### src/hw/rtl/mcf_pkg.sv
// mcf_pkg: shared types and constants of the message chunk framer
// holds the item structs, register indexes and header layout
// no dependencies
package mcf_pkg;

	// header layout
	localparam int HEADER_BYTES   = 21;
	localparam int HDR_ID_BYTES   = 8;
	localparam int HDR_INDEX_LO   = 8;
	localparam int HDR_INDEX_HI   = 9;
	localparam int HDR_TOTAL_LO   = 10;
	localparam int HDR_TOTAL_HI   = 11;
	localparam int HDR_FLAG       = 12;
	localparam int HDR_IDX_W      = $clog2(HEADER_BYTES);

	// default packet bound
	localparam int MAX_PACKET_BYTES_DEF = 2048;

	// register indexes and reset values
	localparam logic REG_PACKET_SIZE = 1'b0;
	localparam logic REG_CHUNK_LIMIT = 1'b1;
	localparam logic [15:0] PACKET_SIZE_RST = 16'd2048;
	localparam logic [15:0] CHUNK_LIMIT_RST = 16'd1024;

	// ceil division: 33-bit dividend, one quotient bit a step
	localparam int DIV_STEPS = 33;
	localparam int DIV_CNT_W = $clog2(DIV_STEPS);

	typedef struct packed {
		logic [7:0]  data_byte;
		logic        first_of_message;
		logic [31:0] message_length;
		logic [63:0] message_id;
		logic        compressed_flag;
	} in_item_t;

	typedef struct packed {
		logic [7:0] out_byte;
		logic       end_of_packet;
		logic       message_error;
	} out_item_t;

	// controller to datapath
	typedef struct packed {
		logic latch_in;
		logic div_start;
		logic div_step;
		logic commit_ok;
		logic commit_bad;
		logic load_err;
		logic load_hdr;
		logic load_data;
	} mcf_cmd_t;

	// datapath to controller
	typedef struct packed {
		logic first;
		logic basic_bad;
		logic drop;
		logic need_hdr;
		logic div_last;
		logic quot_bad;
		logic hdr_last;
	} mcf_sts_t;

endpackage

### src/hw/rtl/mcf_dp.sv
// mcf_dp: datapath of the message chunk framer
// config registers, message state, serial divider, header mux, output register
// depends on mcf_pkg
module mcf_dp #(
	parameter int MAX_PACKET_BYTES = mcf_pkg::MAX_PACKET_BYTES_DEF
) (
	input  logic              clk,
	input  logic              arst_n,
	input  logic              cfg_we,
	input  logic              cfg_idx,
	input  logic [15:0]       cfg_wdata,
	input  mcf_pkg::in_item_t in_item,
	input  mcf_pkg::mcf_cmd_t cmd,
	output mcf_pkg::mcf_sts_t sts,
	output mcf_pkg::out_item_t out_data
);
	import mcf_pkg::*;

	logic [15:0] packet_size_q;
	logic [15:0] chunk_limit_q;

	logic [7:0]  data_q;
	logic [31:0] len_q;
	logic [63:0] id_q;
	logic        flag_q;

	logic [31:0] bytes_left_q;
	logic [15:0] byte_in_packet_q;
	logic [15:0] packet_index_q;
	logic [15:0] packet_total_q;
	logic [63:0] held_id_q;
	logic        held_flag_q;
	logic        rejecting_q;
	logic [15:0] held_payload_q;

	logic [32:0]          num_q;
	logic [15:0]          rem_q;
	logic [15:0]          div_cap_q;
	logic [DIV_CNT_W-1:0] div_cnt_q;
	logic [HDR_IDX_W-1:0] hdr_idx_q;

	out_item_t out_q;

	logic [15:0] cap;
	logic [16:0] trial;
	logic        trial_ge;
	logic [15:0] bip_next;
	logic [31:0] left_next;
	logic        eop;
	logic [7:0]  hdr_byte;

	// configuration registers
	always_ff @(posedge clk or negedge arst_n) begin
		if (!arst_n) begin
			packet_size_q <= PACKET_SIZE_RST;
			chunk_limit_q <= CHUNK_LIMIT_RST;
		end else if (cfg_we) begin
			unique case (cfg_idx)
				REG_PACKET_SIZE: packet_size_q <= cfg_wdata;
				REG_CHUNK_LIMIT: chunk_limit_q <= cfg_wdata;
				default: ;
			endcase
		end
	end

	// status toward the controller
	assign cap = packet_size_q - 16'(HEADER_BYTES);
	always_comb begin
		sts.first     = in_item.first_of_message;
		sts.basic_bad = (in_item.message_length == 32'd0)
			|| (packet_size_q <= 16'(HEADER_BYTES))
			|| (packet_size_q > 16'(MAX_PACKET_BYTES));
		sts.drop      = rejecting_q || (bytes_left_q == 32'd0);
		sts.need_hdr  = (byte_in_packet_q == 16'd0);
		sts.div_last  = (div_cnt_q == DIV_CNT_W'(DIV_STEPS - 1));
		sts.quot_bad  = (num_q > {17'd0, chunk_limit_q});
		sts.hdr_last  = (hdr_idx_q == HDR_IDX_W'(HEADER_BYTES - 1));
	end

	// input item latch
	always_ff @(posedge clk) begin
		if (cmd.latch_in) begin
			data_q <= in_item.data_byte;
			len_q  <= in_item.message_length;
			id_q   <= in_item.message_id;
			flag_q <= in_item.compressed_flag;
		end
	end

	// restoring divider: ceil(len / cap) as floor((len + cap - 1) / cap)
	assign trial    = {rem_q, num_q[32]};
	assign trial_ge = (trial >= {1'b0, div_cap_q});
	always_ff @(posedge clk or negedge arst_n) begin
		if (!arst_n) begin
			div_cnt_q <= '0;
		end else if (cmd.div_start) begin
			div_cnt_q <= '0;
		end else if (cmd.div_step) begin
			div_cnt_q <= div_cnt_q + DIV_CNT_W'(1);
		end
	end
	always_ff @(posedge clk) begin
		if (cmd.div_start) begin
			num_q     <= {1'b0, in_item.message_length} + {17'd0, cap} - 33'd1;
			rem_q     <= '0;
			div_cap_q <= cap;
		end else if (cmd.div_step) begin
			rem_q <= trial_ge ? 16'(trial - {1'b0, div_cap_q}) : trial[15:0];
			num_q <= {num_q[31:0], trial_ge};
		end
	end

	// payload byte bookkeeping
	assign bip_next  = byte_in_packet_q + 16'd1;
	assign left_next = bytes_left_q - 32'd1;
	assign eop       = (bip_next >= held_payload_q) || (left_next == 32'd0);

	// message state
	always_ff @(posedge clk or negedge arst_n) begin
		if (!arst_n) begin
			bytes_left_q     <= '0;
			byte_in_packet_q <= '0;
			packet_index_q   <= '0;
			packet_total_q   <= '0;
			held_id_q        <= '0;
			held_flag_q      <= 1'b0;
			rejecting_q      <= 1'b0;
			held_payload_q   <= '0;
		end else if (cmd.commit_bad) begin
			bytes_left_q     <= '0;
			byte_in_packet_q <= '0;
			packet_index_q   <= '0;
			packet_total_q   <= '0;
			rejecting_q      <= 1'b1;
		end else if (cmd.commit_ok) begin
			bytes_left_q     <= len_q;
			byte_in_packet_q <= '0;
			packet_index_q   <= '0;
			packet_total_q   <= num_q[15:0];
			held_id_q        <= id_q;
			held_flag_q      <= flag_q;
			rejecting_q      <= 1'b0;
			held_payload_q   <= div_cap_q;
		end else if (cmd.load_data) begin
			bytes_left_q <= left_next;
			if (eop) begin
				byte_in_packet_q <= '0;
				packet_index_q   <= packet_index_q + 16'd1;
			end else begin
				byte_in_packet_q <= bip_next;
			end
		end
	end

	// header byte select
	always_comb begin
		hdr_byte = 8'd0;
		priority if (hdr_idx_q < HDR_IDX_W'(HDR_ID_BYTES)) begin
			hdr_byte = held_id_q[{hdr_idx_q[2:0], 3'b000} +: 8];
		end else if (hdr_idx_q == HDR_IDX_W'(HDR_INDEX_LO)) begin
			hdr_byte = packet_index_q[7:0];
		end else if (hdr_idx_q == HDR_IDX_W'(HDR_INDEX_HI)) begin
			hdr_byte = packet_index_q[15:8];
		end else if (hdr_idx_q == HDR_IDX_W'(HDR_TOTAL_LO)) begin
			hdr_byte = packet_total_q[7:0];
		end else if (hdr_idx_q == HDR_IDX_W'(HDR_TOTAL_HI)) begin
			hdr_byte = packet_total_q[15:8];
		end else if (hdr_idx_q == HDR_IDX_W'(HDR_FLAG)) begin
			hdr_byte = {7'd0, held_flag_q};
		end else begin
			hdr_byte = 8'd0;
		end
	end

	// header byte counter
	always_ff @(posedge clk or negedge arst_n) begin
		if (!arst_n) begin
			hdr_idx_q <= '0;
		end else if (cmd.load_hdr) begin
			hdr_idx_q <= sts.hdr_last ? '0 : hdr_idx_q + HDR_IDX_W'(1);
		end
	end

	// output register payload
	always_ff @(posedge clk) begin
		if (cmd.load_err) begin
			out_q <= '{out_byte: 8'd0, end_of_packet: 1'b0, message_error: 1'b1};
		end else if (cmd.load_hdr) begin
			out_q <= '{out_byte: hdr_byte, end_of_packet: 1'b0, message_error: 1'b0};
		end else if (cmd.load_data) begin
			out_q <= '{out_byte: data_q, end_of_packet: eop, message_error: 1'b0};
		end
	end
	assign out_data = out_q;

endmodule

### src/hw/rtl/mcf_ctrl.sv
// mcf_ctrl: controller of the message chunk framer
// sequences accept, divide, check, header burst and payload byte; owns out valid
// depends on mcf_pkg
module mcf_ctrl (
	input  logic              clk,
	input  logic              arst_n,
	input  logic              in_valid,
	output logic              in_ready,
	output logic              out_valid,
	input  logic              out_ready,
	input  mcf_pkg::mcf_sts_t sts,
	output mcf_pkg::mcf_cmd_t cmd
);
	import mcf_pkg::*;

	localparam logic [2:0] S_IDLE  = 3'd0;
	localparam logic [2:0] S_DIV   = 3'd1;
	localparam logic [2:0] S_CHECK = 3'd2;
	localparam logic [2:0] S_ERR   = 3'd3;
	localparam logic [2:0] S_HDR   = 3'd4;
	localparam logic [2:0] S_DATA  = 3'd5;

	logic [2:0] state_q;
	logic [2:0] state_next;
	logic       out_valid_q;
	logic       load_ok;
	logic       in_fire;
	logic       any_load;

	assign in_ready = (state_q == S_IDLE);
	assign in_fire  = in_valid && in_ready;
	assign load_ok  = !out_valid_q || out_ready;

	// next state and commands
	always_comb begin
		cmd        = '0;
		state_next = state_q;
		cmd.latch_in = in_fire;
		unique case (state_q)
			S_IDLE: begin
				if (in_fire) begin
					priority if (sts.first && sts.basic_bad) begin
						cmd.commit_bad = 1'b1;
						state_next     = S_ERR;
					end else if (sts.first) begin
						cmd.div_start = 1'b1;
						state_next    = S_DIV;
					end else if (sts.drop) begin
						state_next = S_IDLE;
					end else if (sts.need_hdr) begin
						state_next = S_HDR;
					end else begin
						state_next = S_DATA;
					end
				end
			end
			S_DIV: begin
				cmd.div_step = 1'b1;
				if (sts.div_last) begin
					state_next = S_CHECK;
				end
			end
			S_CHECK: begin
				if (sts.quot_bad) begin
					cmd.commit_bad = 1'b1;
					state_next     = S_ERR;
				end else begin
					cmd.commit_ok = 1'b1;
					state_next    = S_HDR;
				end
			end
			S_ERR: begin
				if (load_ok) begin
					cmd.load_err = 1'b1;
					state_next   = S_IDLE;
				end
			end
			S_HDR: begin
				if (load_ok) begin
					cmd.load_hdr = 1'b1;
					if (sts.hdr_last) begin
						state_next = S_DATA;
					end
				end
			end
			S_DATA: begin
				if (load_ok) begin
					cmd.load_data = 1'b1;
					state_next    = S_IDLE;
				end
			end
			default: begin
				state_next = S_IDLE;
			end
		endcase
	end

	// state register
	always_ff @(posedge clk or negedge arst_n) begin
		if (!arst_n) begin
			state_q <= S_IDLE;
		end else begin
			state_q <= state_next;
		end
	end

	// output valid flag
	assign any_load = cmd.load_err || cmd.load_hdr || cmd.load_data;
	always_ff @(posedge clk or negedge arst_n) begin
		if (!arst_n) begin
			out_valid_q <= 1'b0;
		end else if (any_load) begin
			out_valid_q <= 1'b1;
		end else if (out_ready) begin
			out_valid_q <= 1'b0;
		end
	end
	assign out_valid = out_valid_q;

endmodule

### src/hw/rtl/message_chunk_framer.sv
// message_chunk_framer: top level, splits a byte stream into headed packets
// instantiates mcf_ctrl and mcf_dp; depends on mcf_pkg
//
// channel   direction  handshake             payload
// in        to block   in_valid / in_ready   in_item (in_item_t)
// out       from block out_valid / out_ready out_data (out_item_t)
// cfg       to block   cfg_we                cfg_idx, cfg_wdata
//
// a payload byte inside a packet is accepted, then loaded into the output register
// the first payload byte of a packet is preceded by the 21 header bytes
// a first byte of a message first runs the 33 steps of the serial divider
// for the packet count, then the chunk limit check
// reset clears control state and sets the config registers to their defaults
// out_ready low holds the controller at its next output load; the input
// channel is taken again while the last result still waits in the output register
module message_chunk_framer #(
	parameter int MAX_PACKET_BYTES = mcf_pkg::MAX_PACKET_BYTES_DEF
) (
	input  logic               clk,
	input  logic               arst_n,
	input  logic               in_valid,
	output logic               in_ready,
	input  mcf_pkg::in_item_t  in_item,
	output logic               out_valid,
	input  logic               out_ready,
	output mcf_pkg::out_item_t out_data,
	input  logic               cfg_we,
	input  logic               cfg_idx,
	input  logic [15:0]        cfg_wdata
);
	import mcf_pkg::*;

	mcf_cmd_t cmd;
	mcf_sts_t sts;

	// controller
	mcf_ctrl u_ctrl (
		.clk       (clk),
		.arst_n    (arst_n),
		.in_valid  (in_valid),
		.in_ready  (in_ready),
		.out_valid (out_valid),
		.out_ready (out_ready),
		.sts       (sts),
		.cmd       (cmd)
	);

	// datapath
	mcf_dp #(
		.MAX_PACKET_BYTES (MAX_PACKET_BYTES)
	) u_dp (
		.clk       (clk),
		.arst_n    (arst_n),
		.cfg_we    (cfg_we),
		.cfg_idx   (cfg_idx),
		.cfg_wdata (cfg_wdata),
		.in_item   (in_item),
		.cmd       (cmd),
		.sts       (sts),
		.out_data  (out_data)
	);

	// one item at a time: an item that is not dropped closes the input
	a_single_item: assert property (@(posedge clk) disable iff (!arst_n)
		(in_valid && in_ready && (sts.first || !sts.drop)) |=> !in_ready)
		else $error("input accepted twice in a row");

	// no output load while waiting for input
	a_idle_no_load: assert property (@(posedge clk) disable iff (!arst_n)
		in_ready |-> !(cmd.load_err || cmd.load_hdr || cmd.load_data))
		else $error("output loaded while idle");

	// a message passes only within the chunk limit
	a_commit_ok: assert property (@(posedge clk) disable iff (!arst_n)
		cmd.commit_ok |-> !sts.quot_bad)
		else $error("message committed above chunk limit");

	// an error item carries no byte and no packet end
	a_err_item: assert property (@(posedge clk) disable iff (!arst_n)
		(out_valid && out_data.message_error) |->
			(out_data.out_byte == 8'd0 && !out_data.end_of_packet))
		else $error("error item with payload");

endmodule
### config.mk
export PLATFORM = sky130hd
export DESIGN_NAME = message_chunk_framer
export DESIGN_NICKNAME = d
export VERILOG_FILES = /design/src/hw/rtl/mcf_pkg.sv /design/src/hw/rtl/mcf_dp.sv /design/src/hw/rtl/mcf_ctrl.sv /design/src/hw/rtl/message_chunk_framer.sv
export SDC_FILE = /design/constraint.sdc
export NUM_CORES = 1
export LEC_CHECK = 0
export ABC_AREA = 1
export BUFFER_PORTS_ARGS = -buffer_cell sky130_fd_sc_hd__buf_2
export CAP_MARGIN = 20
export CORE_ASPECT_RATIO = 0.8
export CORE_MARGIN = 3
export CORE_UTILIZATION = 60
export DETAILED_ROUTE_END_ITERATION = 12
export GPL_TIMING_DRIVEN = 0
export PLACE_DENSITY_LB_ADDON = 0.2
export SLEW_MARGIN = 25
export SYNTH_ARGS = -nofsm -noshare
export SYNTH_HDL_FRONTEND = slang
export SYNTH_SLANG_ARGS = --single-unit
### constraint.sdc
create_clock -name clk -period 8.7 [get_ports clk]
set_input_delay 0.87 -clock clk [delete_from_list [all_inputs] [get_ports clk]]
set_output_delay 0.87 -clock clk [all_outputs]
set_load 0.03 [all_outputs]
==> metrics <==
critical path, cell by cell=o21ai_0 -> a21oi_1 -> inv_1 -> nand2_1 -> o21ai_0 -> inv_1 -> ha_1 -> inv_1 -> ha_1 -> nand2_1 -> inv_1 -> a21oi_1 -> o21ai_0 -> a21oi_1 -> o21ai_0 -> xor2_1 -> o21ai_0; width of the die=219 um; Clock Path Buffers=3; CTS Hold Bufs=0; Buf/Inv on CP=4; Mapped Cells=2699; syn avg cell area=8.10 um2; Relative slew margins=0.401; CP max stage cell=o21ai_0; Non-Filler Instances=3392; post-route core utilization=0.700; Setup WS pre-CTS=4.51 ns; cell mode on critical path=o21ai_0; initial antenna violation count=1; # clock sinks=389; routed via count=19600; crit start category=register; Top delay family on crit path=compound AO/OA/AOI/OAI gates; die height=177 um; Seq/Total Area, Yosys=0.475; top_reg_cell synth=dfrtp_1; CTS buffer count=41; CP required=8.99 ns; synthesized cell area=21900 um2; Root Buffer=clkbuf_16; Min Clock Period, post-route=4.41 ns; Routed WL=64500 um; setup_tns=0 ns; core area=35300 um2; antenna-violating nets left=0; Cells after DPL=3316; Antenna Cells=0; post-route cell area=24700 um2; P&R area growth vs syn=13.1%; Crit path largest cell delay=0.73 ns; share of cells above drive strength 1=0.0932; Initial Utilization=0.619; r2r setup slk=4.29 ns; CP arrival=4.70 ns; Max VDD drop=0.000190 V; share of flip-flops with an asynchronous set or reset=0.537; Least-Margin Pin Slew=0.889 ns; via/cell ratio=5.77; clock skew=0.0278 ns; Leakage=12.0 nW; H-Tree Depth=2; number of global-route vias before repair=18500; die footprint=38800 um2; Slew Limit Fails=0; clock transition at the registers of the reported paths=0.06 ns; CTS tree=yes; maxcap violations=0; port buffer count=139; row count=61; RSZ-0062 raised after global routing=false; Remaining DRCs=0; Post-synth EDFFs=154; FF+latch count, synth=389; Crit Path Class=register to register; dpl hpwl=49800 um; setup ws final=4.29 ns; wire per inst=19.0 um; Synth cell types=56; CTS resizes=0; CP max FO=5; Synth Net Count=2947; DP Area=23300 um2; Placer Congestion=0.966; Congestion Overflow GR=0; Pwr Density=287 nW/um2; post-route clock period utilization=0.507; outcome=finished clean; GRT Total Usage=0.333; Final Hold Vio Count=0; Pre-antenna DRT Iters=7; Ports=140; DR iter-0 viols=2165; Crit. End Element=register; setup violators final=0; worst skew pair latency=0.58 ns; YS warnings=0; pin count of the biggest net entering global routing=90; Worst Hold Class=input port to asynchronous set/reset pin; Max Clk Rate=0.227 GHz; first-pass GRT wire length=101000 um; postcts setup bufs=0; Nets=3135
==> worst paths after layout <==
| kind | from | end | depth (start not counted) |
|---|---|---|---|
| min in group clk | u_dp.id_q[3] | u_dp.held_id_q[3] | 2 |
| min reg2reg | u_dp.id_q[3] | u_dp.held_id_q[3] | 2 |
| min | arst_n | u_dp.held_id_q[29] | 1 |
| max reg2reg | u_dp.packet_size_q[0] | u_dp.num_q[19] | 17 |
| max in group asynchronous | arst_n | u_dp.bytes_left_q[12] | 2 |
| max | u_dp.packet_size_q[0] | u_dp.num_q[19] | 17 |
==> layout by cell type, fill, tap and decap left out, drive strengths merged, types with 7 or more instances in the layout <==
cell type / n
a21o: 8
a21oi: 127
a31oi: 7
buf: 167
clkbuf: 103
clkinv: 19
dfrtp: 207
dfxtp: 26
edfxtp: 154
ha: 118
inv: 388
nand2: 686
nand3: 141
nand3b: 7
nand4: 34
nor2: 277
nor3: 37
nor4: 11
o211ai: 13
o21ai: 231
o21bai: 13
o221ai: 16
o22ai: 21
xnor2: 10
xor2: 58
==> report_power, final <==
| part | internal (W) | switching [W] |
|---|---|---|
| Clock | 0.00108 | 0.000772 |
| Combinational | 0.000831 | 0.00177 |
| Sequential | 0.00234 | 0.000290 |
| Total | 0.00425 | 0.00284 |
==> kinds of logic (layout without fill, tap and decap cells) <==
family | count (synthesis) | count (layout) | share of synthesized area
simple gates | 1201 | 1201 | 0.230
buf+inv | 464 | 685 | 0.0817
compound gates | 457 | 457 | 0.117
flops | 389 | 389 | 0.475
fa+ha+maj | 120 | 120 | 0.0694
xor+xnor | 68 | 68 | 0.0272
==> layer usage <==
metal	GRT usage	part of all wire	vias to the layer above	wire length [um]
met3	0.0532	0.095	86	6100
met2	0.505	0.43	949	28000
met1	0.503	0.45	9288	28900
met5	0	0	-	0
met4	0.0821	0.023	0	1480
li1	-	-	9236	-
==> stage by stage <==
step	hold slack, ns	power [W]
6_report	0.235	0.00709
5_1_grt	0.270	0.00752
4_1_cts	0.262	0.00705
3_5_place_dp	0.431	0.00519
3_3_place_gp	0.426	0.00510
2_1_floorplan	0.418	0.00438
==> state kept, by name, indices dropped and copies added, names as in the netlist, 6 cells and up <==
register,count
u_dp.byte_in_packet_q,16
u_dp.bytes_left_q,32
u_dp.chunk_limit_q,16
u_dp.data_q,8
u_dp.div_cap_q,16
u_dp.div_cnt_q,6
u_dp.held_id_q,64
u_dp.held_payload_q,16
u_dp.id_q,64
u_dp.len_q,32
u_dp.num_q,33
u_dp.out_data,10
u_dp.packet_index_q,16
u_dp.packet_size_q,16
u_dp.packet_total_q,16
u_dp.rem_q,16
==> synthesized netlist by cell type, drive strengths merged (5+ instances only) <==
cell,instances,area [um2]
a21o,8,60.1
a21oi,127,651
a31oi,7,43.8
buf,22,126
clkbuf,53,199
dfrtp,207,5180
dfxtp,26,521
edfxtp,154,4620
ha,118,1480
inv,385,1450
nand2,686,2610
nand3,141,716
nand3b,7,52.6
nand4,34,213
nor2,277,1120
nor3,37,195
nor4,11,68.8
o211ai,13,97.6
o21ai,231,1160
o21bai,13,97.6
o221ai,16,140
o22ai,21,131
or2,5,31.3
xnor2,10,87.6
xor2,58,508
==> cell type report <==
cell class	count	area, um2
fill	2838	10600
sequential	389	10400
multi-input combinational	1846	9700
inverter	389	1460
clock buffer	50	1080
timing repair buffer	145	848
tap	472	591
clock inverter	26	345
buffer	75	325
No activity file was read; power rests on OpenSTA's default activity.
